### src/rtl/core/lsch_pkg.sv
// Package with constants, types and codes of the lottery scheduler.
package lsch_pkg;

  localparam int NUM_ENTRIES = 64;
  localparam int ADDR_W      = $clog2(NUM_ENTRIES);
  localparam int TICK_W      = 16;
  localparam int ARR_W       = 32;
  localparam int TOT_W       = ADDR_W + TICK_W;
  localparam int LCG_W       = 31;
  localparam int CNT_W       = $clog2(LCG_W + 1);

  localparam logic [LCG_W-1:0] LCG_MUL  = 31'd1103515245;
  localparam logic [LCG_W-1:0] LCG_ADD  = 31'd12345;
  localparam logic [LCG_W-1:0] LCG_SEED = 31'd1;

  typedef struct packed {
    logic              runnable;
    logic [TICK_W-1:0] tickets;
    logic [ARR_W-1:0]  arrival;
  } entry_t;

  localparam int ENTRY_W = $bits(entry_t);

  typedef enum logic {
    OP_WRITE = 1'b0,
    OP_DRAW  = 1'b1
  } op_t;

  typedef enum logic [2:0] {
    ST_CLR,
    ST_IDLE,
    ST_SUM,
    ST_CHK,
    ST_DIV,
    ST_LCG,
    ST_SCAN,
    ST_DONE
  } state_t;

  // Handshake between the sequencer and the remainder unit.
  typedef struct packed {
    logic start;
    logic done;
  } div_ctl_t;

endpackage

### src/rtl/core/lottery_scheduler.sv
// Lottery scheduler. After reset the block sweeps its entry table to zero,
// one entry per cycle, and accepts no transaction meanwhile. A write
// returns its all-zero result on the cycle after it is taken. A draw reads
// the table once to sum runnable tickets, checks the total, runs a 31-step
// bit-serial remainder of the random state by that total, advances the
// generator, reads the table a second time to pick the winner and clears its
// runnable flag in a final state. A draw with no runnable tickets ends after
// the first pass. One transaction is in flight at a time; a stalled result
// holds off the next transaction, which is taken in the cycle that the result
// leaves.
module lottery_scheduler (
  input  logic                        clk,
  input  logic                        rst,
  input  logic                        in_valid,
  output logic                        in_stall,
  input  logic                        opcode,
  input  logic [5:0]                  entry_index,
  input  logic                        runnable,
  input  logic [15:0]                 tickets,
  input  logic [31:0]                 arrival_tick,
  output logic                        out_valid,
  input  logic                        out_stall,
  output logic                        granted,
  output logic [5:0]                  winner_index,
  output logic [21:0]                 drawn_ticket,
  output logic [21:0]                 ticket_total
);
  import lsch_pkg::*;

  localparam logic [ADDR_W-1:0] LAST = ADDR_W'(NUM_ENTRIES - 1);

  state_t            state, state_next;
  logic [ADDR_W-1:0] cnt;
  logic              issuing;
  logic              pend;
  logic [ADDR_W-1:0] pidx;
  logic [TOT_W-1:0]  total;
  logic [TOT_W-1:0]  win;
  logic [TOT_W-1:0]  run;
  logic [TOT_W-1:0]  run_next;
  logic [LCG_W-1:0]  lcg;
  logic [LCG_W-1:0]  lcg_prod;
  logic              have;
  logic [ADDR_W-1:0] sel_idx;
  logic [TICK_W-1:0] sel_tickets;
  logic [ARR_W-1:0]  sel_arrival;
  logic              in_acc;
  logic              out_free;
  logic              last_data;
  logic              ram_we;
  logic [ADDR_W-1:0] ram_waddr;
  entry_t            ram_wdata;
  entry_t            rd;
  logic [TOT_W-1:0]  rem;
  div_ctl_t          div_in, div_out;
  entry_t            new_entry;

  assign out_free  = !out_valid || !out_stall;
  assign in_stall  = (state != ST_IDLE) || !out_free;
  assign in_acc    = in_valid && !in_stall;
  assign last_data = pend && (pidx == LAST);
  assign run_next  = run + TOT_W'(rd.tickets);
  assign lcg_prod  = LCG_W'(LCG_MUL * lcg);
  assign div_in.start = (state == ST_CHK) && (total != '0);
  assign div_in.done  = 1'b0;

  assign new_entry.runnable = runnable;
  assign new_entry.tickets  = tickets;
  assign new_entry.arrival  = arrival_tick;

  // Select the write source: clearing sweep, table write, winner clear.
  always_comb begin
    ram_we    = 1'b0;
    ram_waddr = cnt;
    ram_wdata = '0;
    case (state)
      ST_CLR: begin
        ram_we = 1'b1;
      end
      ST_IDLE: begin
        ram_we    = in_acc && (op_t'(opcode) == OP_WRITE) &&
                    (32'(entry_index) < 32'(NUM_ENTRIES));
        ram_waddr = ADDR_W'(entry_index);
        ram_wdata = new_entry;
      end
      ST_DONE: begin
        ram_we             = have;
        ram_waddr          = sel_idx;
        ram_wdata.runnable = 1'b0;
        ram_wdata.tickets  = sel_tickets;
        ram_wdata.arrival  = sel_arrival;
      end
      default: begin
        ram_we = 1'b0;
      end
    endcase
  end

  lsch_ram #(
    .WIDTH(ENTRY_W),
    .DEPTH(NUM_ENTRIES)
  ) u_ram (
    .clk  (clk),
    .we   (ram_we),
    .waddr(ram_waddr),
    .wdata(ram_wdata),
    .raddr(cnt),
    .rdata(rd)
  );

  lsch_mod u_mod (
    .clk      (clk),
    .rst      (rst),
    .ctl_in   (div_in),
    .dividend (lcg),
    .divisor  (total),
    .ctl_out  (div_out),
    .remainder(rem)
  );

  // Hold the sequencer state.
  always_ff @(posedge clk) begin
    if (rst) begin
      state <= ST_CLR;
    end else begin
      state <= state_next;
    end
  end

  // Advance through the draw phases.
  always_comb begin
    state_next = state;
    case (state)
      ST_CLR:  if (cnt == LAST) state_next = ST_IDLE;
      ST_IDLE: begin
        if (in_acc && op_t'(opcode) == OP_DRAW) state_next = ST_SUM;
      end
      ST_SUM:  if (last_data) state_next = ST_CHK;
      ST_CHK:  state_next = (total == '0) ? ST_DONE : ST_DIV;
      ST_DIV:  if (div_out.done) state_next = ST_LCG;
      ST_LCG:  state_next = ST_SCAN;
      ST_SCAN: if (last_data) state_next = ST_DONE;
      ST_DONE: if (out_free) state_next = ST_IDLE;
      default: state_next = ST_IDLE;
    endcase
  end

  // Sequence addresses, accumulate, and pick the winner.
  always_ff @(posedge clk) begin
    if (rst) begin
      cnt     <= '0;
      issuing <= 1'b0;
      pend    <= 1'b0;
      lcg     <= LCG_SEED;
      have    <= 1'b0;
    end else begin
      pend <= issuing;
      pidx <= cnt;
      if (state == ST_CLR && cnt != LAST) begin
        cnt <= cnt + 1'b1;
      end
      if (issuing) begin
        if (cnt == LAST) begin
          issuing <= 1'b0;
        end else begin
          cnt <= cnt + 1'b1;
        end
      end
      if (state == ST_IDLE && in_acc && op_t'(opcode) == OP_DRAW) begin
        cnt     <= '0;
        issuing <= 1'b1;
        total   <= '0;
        win     <= '0;
        have    <= 1'b0;
      end
      if (state == ST_SUM && pend && rd.runnable) begin
        total <= total + TOT_W'(rd.tickets);
      end
      if (state == ST_DIV && div_out.done) begin
        win <= rem + 1'b1;
      end
      if (state == ST_LCG) begin
        lcg     <= lcg_prod + LCG_ADD;
        cnt     <= '0;
        issuing <= 1'b1;
        run     <= '0;
      end
      if (state == ST_SCAN && pend && rd.runnable) begin
        run <= run_next;
        if (run_next >= win) begin
          if (!have || (rd.tickets == sel_tickets && rd.arrival < sel_arrival)) begin
            have        <= 1'b1;
            sel_idx     <= pidx;
            sel_tickets <= rd.tickets;
            sel_arrival <= rd.arrival;
          end
        end
      end
    end
  end

  // Load the output register; drop valid once the result is taken.
  always_ff @(posedge clk) begin
    if (rst) begin
      out_valid <= 1'b0;
    end else begin
      if (out_valid && !out_stall) begin
        out_valid <= 1'b0;
      end
      if (in_acc && op_t'(opcode) == OP_WRITE) begin
        out_valid    <= 1'b1;
        granted      <= 1'b0;
        winner_index <= '0;
        drawn_ticket <= '0;
        ticket_total <= '0;
      end else if (state == ST_DONE && out_free) begin
        out_valid    <= 1'b1;
        granted      <= have;
        winner_index <= have ? 6'(sel_idx) : '0;
        drawn_ticket <= have ? 22'(win) : '0;
        ticket_total <= 22'(total);
      end
    end
  end

endmodule

### src/rtl/core/lsch_ram.sv
// Generic single-port-write, single-port-read RAM with registered read data.
module lsch_ram #(
  parameter int WIDTH = 8,
  parameter int DEPTH = 16
) (
  input  logic                     clk,
  input  logic                     we,
  input  logic [$clog2(DEPTH)-1:0] waddr,
  input  logic [WIDTH-1:0]         wdata,
  input  logic [$clog2(DEPTH)-1:0] raddr,
  output logic [WIDTH-1:0]         rdata
);

  logic [WIDTH-1:0] mem [DEPTH];

  // Write and read the array; the read data is registered.
  always_ff @(posedge clk) begin
    if (we) begin
      mem[waddr] <= wdata;
    end
    rdata <= mem[raddr];
  end

endmodule

### src/rtl/core/lsch_mod.sv
// Restoring remainder unit: one quotient bit per cycle.
module lsch_mod (
  input  logic                      clk,
  input  logic                      rst,
  input  lsch_pkg::div_ctl_t        ctl_in,
  input  logic [lsch_pkg::LCG_W-1:0] dividend,
  input  logic [lsch_pkg::TOT_W-1:0] divisor,
  output lsch_pkg::div_ctl_t        ctl_out,
  output logic [lsch_pkg::TOT_W-1:0] remainder
);
  import lsch_pkg::*;

  logic [LCG_W-1:0] dvd;
  logic [CNT_W-1:0] cnt;
  logic             busy;
  logic             done;
  logic [TOT_W:0]   trial;
  logic             fits;

  // Shift in the next dividend bit and test against the divisor.
  assign trial = {remainder, dvd[LCG_W-1]};
  assign fits  = (trial >= {1'b0, divisor});

  assign ctl_out = '{start: 1'b0, done: done};

  // Step through the dividend bits, top first.
  always_ff @(posedge clk) begin
    if (rst) begin
      busy <= 1'b0;
      done <= 1'b0;
      cnt  <= '0;
    end else begin
      done <= 1'b0;
      if (ctl_in.start) begin
        busy      <= 1'b1;
        cnt       <= '0;
        dvd       <= dividend;
        remainder <= '0;
      end else if (busy) begin
        remainder <= fits ? TOT_W'(trial - {1'b0, divisor}) : TOT_W'(trial);
        dvd       <= {dvd[LCG_W-2:0], 1'b0};
        if (cnt == CNT_W'(LCG_W - 1)) begin
          busy <= 1'b0;
          done <= 1'b1;
        end else begin
          cnt <= cnt + 1'b1;
        end
      end
    end
  end

endmodule

### config.mk
export PLATFORM = sky130hd
export DESIGN_NAME = lottery_scheduler
export DESIGN_NICKNAME = d
export VERILOG_FILES = /design/src/rtl/core/lsch_pkg.sv /design/src/rtl/core/lottery_scheduler.sv /design/src/rtl/core/lsch_ram.sv /design/src/rtl/core/lsch_mod.sv
export SDC_FILE = /design/constraint.sdc
export NUM_CORES = 2
export LEC_CHECK = 0
export CORE_ASPECT_RATIO = 1.4
export CORE_MARGIN = 3
export CORE_UTILIZATION = 46
export DETAILED_ROUTE_END_ITERATION = 16
export DONT_BUFFER_PORTS = 1
export GPL_TIMING_DRIVEN = 1
export SLEW_MARGIN = 30
export SYNTH_ARGS = -nofsm -noshare
export SYNTH_HDL_FRONTEND = slang
export SYNTH_SLANG_ARGS = --single-unit
### constraint.sdc
create_clock -name clk -period 10.4 [get_ports clk]
set_clock_uncertainty 0.05 [all_clocks]
set_input_delay 2.08 -clock clk [delete_from_list [all_inputs] [get_ports clk]]
set_output_delay 2.08 -clock clk [all_outputs]
set_load 0.02 [all_outputs]
==> flow_metrics.env <==
export IMPL_outcome="completed"
export IMPL_cts_repair_resized=0
export IMPL_grt_antenna_before_repair=16
export IMPL_yosysSeqAreaShare_pct=71.69
export IMPL_wirelength_mm=400.1
export IMPL_ios=113
export IMPL_reg2reg_slack_ps=3310
export IMPL_critical_path_class="reg -> reg"
export IMPL_layout_drive_gt1_share_pct=24.96
export IMPL_startpoint="lcg[5]"
export IMPL_drc=0
export IMPL_yosysWarnings=0
export IMPL_arrival_ps=7760
export IMPL_cts_buffers_inserted=337
export IMPL_min_period_ps=7087
export IMPL_syn_inst=6919
export IMPL_crit_path_end_kind="flop"
export IMPL_postCtsHoldBufs=0
export IMPL_hold_class="reg -> reg"
export IMPL_cts_tree="done"
export IMPL_synth_seq_cells=3466
export IMPL_setup_viol=0
export IMPL_pwr_density_cell_nw_per_um2=181.8
export IMPL_syn_avg_cell_area_um2=20.78
export IMPL_dp_hpwl_mm=230.7
export IMPL_syn_num_nets=7483
export IMPL_synthArstFlopShare_pct=0
export IMPL_overflow=0
export IMPL_fin_cells=11604
export IMPL_cap_violations=0
export IMPL_final_period_utilization_pct=68.14
export IMPL_grt_max_degree=121
export IMPL_path_max_fanout=7
export IMPL_reg2reg_to="lcg[30]"
export IMPL_wire_per_inst_um=34.48
export IMPL_tns_ps=0
export IMPL_cts_root_buf="clkbuf_16"
export IMPL_htree_num_levels=5
export IMPL_syn_area_um2=143800
export IMPL_hold_viol=0
export IMPL_worst_slew_pin_slew_ps=1065
export IMPL_start_util_pct=46.29
export IMPL_timing_rr_start="lcg[5]"
export IMPL_p_total_w=0.02941
export IMPL_clkTransAtPathRegs_ps=60
export IMPL_place_congestion=0.8735
export IMPL_yosysUniqueCellTypes=59
export IMPL_synth_ff_type="edfxtp_1"
export IMPL_slew_headroom_pct=28.99
export IMPL_cp_required_ps=11080
export IMPL_grtUsageTotal_pct=25.04
export IMPL_peakVddDrop_mv=0.1487
export IMPL_drtIter0Drc=7627
export IMPL_die_y_um=667.5
export IMPL_synth_edf_count=3366
export IMPL_io_buffers=0
export IMPL_die_area_um2=319400
export IMPL_startpoint_type="flop"
export IMPL_viasPerCell=6.082
export IMPL_max_freq_mhz=141.1
export IMPL_grt_first_pass_wirelength_mm=562.9
export IMPL_placed_cells=10982
export IMPL_first_pass_iters=6
export IMPL_ant_nets=0
export IMPL_cts_buffer_depth=4
export IMPL_synthToLayoutAreaGrowth_pct=12.48
export IMPL_post_cts_buffers=0
export IMPL_cellLeakagePower_nw=55.50
export IMPL_cp_endpoint="lcg[30]"
export IMPL_std_cell_rows=242
export IMPL_grt_pass1_vias=73361
export IMPL_rsz0062_at_grt="no"
export IMPL_final_nets=7741
export IMPL_core_area_um2=310700
export IMPL_clock_latency_ps=920
export IMPL_slew_violations=0
export IMPL_reg2regPathDepth=22
export IMPL_fp_dieW_um=478.5
export IMPL_clock_sinks=3466
export IMPL_vias=70571
## cell type report
cell class / count / area [um^2]
fill: 24242 / 148900
sequential: 3466 / 103100
multi-input combinational: 2737 / 38710
clock buffer: 417 / 9004
tap: 4148 / 5190
timing repair buffer: 218 / 2136
clock inverter: 186 / 1994
inverter: 417 / 1565
antenna: 15 / 37.54
## cells in the final DEF (no fill, tap or decap), drive strengths merged, types with 129 or more instances in the layout
cell	instances
mux4	1029
edfxtp	3366
clkinv	129
fa	177
inv	429
ha	327
nand2	196
clkbuf	417
nor2	192
buf	218
## worst min path at each step
stage | to | from | cells after the start
2_1_floorplan | sel_arrival[0] | u_ram.rdata[0] | 0
3_3_place_gp | sel_arrival[0] | u_ram.rdata[0] | 0
3_5_place_dp | sel_arrival[14] | u_ram.rdata[14] | 0
4_1_cts | sel_arrival[14] | u_ram.rdata[14] | 0
5_1_grt | sel_arrival[3] | u_ram.rdata[3] | 0
6_report | sel_arrival[14] | u_ram.rdata[14] | 0
## cells by family (layout without fill, tap and decap cells)
logic type	after synthesis	count (layout)	share of synthesized area (%)
compound gates	381	381	1.772
xor+xnor	160	160	0.9746
flops	3466	3466	71.69
fa+ha+maj	504	504	5.310
buf+inv	716	1238	1.934
simple gates	659	659	2.176
other cells	0	15	0
mux	1033	1033	16.15
## Yosys cell counts (all sizes together), types with 5 or more instances
master     n  area (um^2)
edfxtp  3366       101100
mux4    1029        23170
inv      417         1565
ha       327         4091
nand2    196        735.7
nor2     192        720.7
clkbuf   182        683.2
fa       177         3543
buf      117        533.0
xnor2    106        928.4
a21oi    105        525.5
dfxtp    100         2002
o21ai     68        340.3
a21o      55        412.9
xor2      54        473.0
a22o      49        429.2
and3      44        275.3
nand3     44        220.2
and2      31        193.9
nor3      30        150.1
nand4     29        181.4
nor2b     25        156.4
a211oi    23        172.7
nor4b     13        113.9
o21a      11        82.58
nand2b    10        62.56
o31ai     10        75.07
or2       10        62.56
a31oi      9        56.30
nor3b      9        67.56
or3        7        43.79
a221oi     6        52.55
nor4       6        37.54
o211ai     6        45.04
and4       5        43.79
o21bai     5        37.54
## metal layers
metal	up-vias	wire length, um	track usage, %
met4	8	15590	8.727
met1	38456	145600	31.14
li1	28640	-	-
met3	690	26970	3.894
met5	-	80	0
met2	2777	211900	44.56
## registers in the layout, indices dropped and copies added, names as in the netlist, 31 cells and up
register     count
lcg             31
u_ram.rdata     49
sel_arrival     32
u_mod.dvd       31
u_ram.mem     3136
## where the power goes
part / total, W / switching, W / internal, W
combinational: 0.00168 / 0.000864 / 0.000820
clock: 0.0124 / 0.00525 / 0.00715
sequential: 0.0153 / 0.000110 / 0.0152
## worst max-delay path, stage by stage (launching register included)
cell      delay (ps)
dfxtp_1          540
inv_1            200
ha_1             370
fa_1             500
fa_1             520
inv_1             50
fa_1             450
ha_1             300
ha_1             290
fa_1             480
inv_1             50
fa_1             480
inv_1             50
ha_1             340
a21oi_1          310
nand4b_1         140
o21ai_0          590
a21oi_1          270
o21ai_0          320
a31oi_1          170
a31oi_1          230
xnor2_1          150
o31ai_1           80
## through the flow
stage / setup slack, ps / cell area (um^2) / hold slack, ps / utilization [%]
floorplan: 4258 / 143800 / 349.5 / -
global placement: 3465 / 149900 / 366.4 / 48.26
detailed placement: 3395 / 150400 / 368.8 / 48.43
CTS: 3369 / 161400 / 383.8 / 51.97
global route: 2913 / 161700 / 395.1 / 52.06
finish: 3313 / 161700 / 382.2 / 52.06
Note: power is estimated with default switching activity, not from simulation.
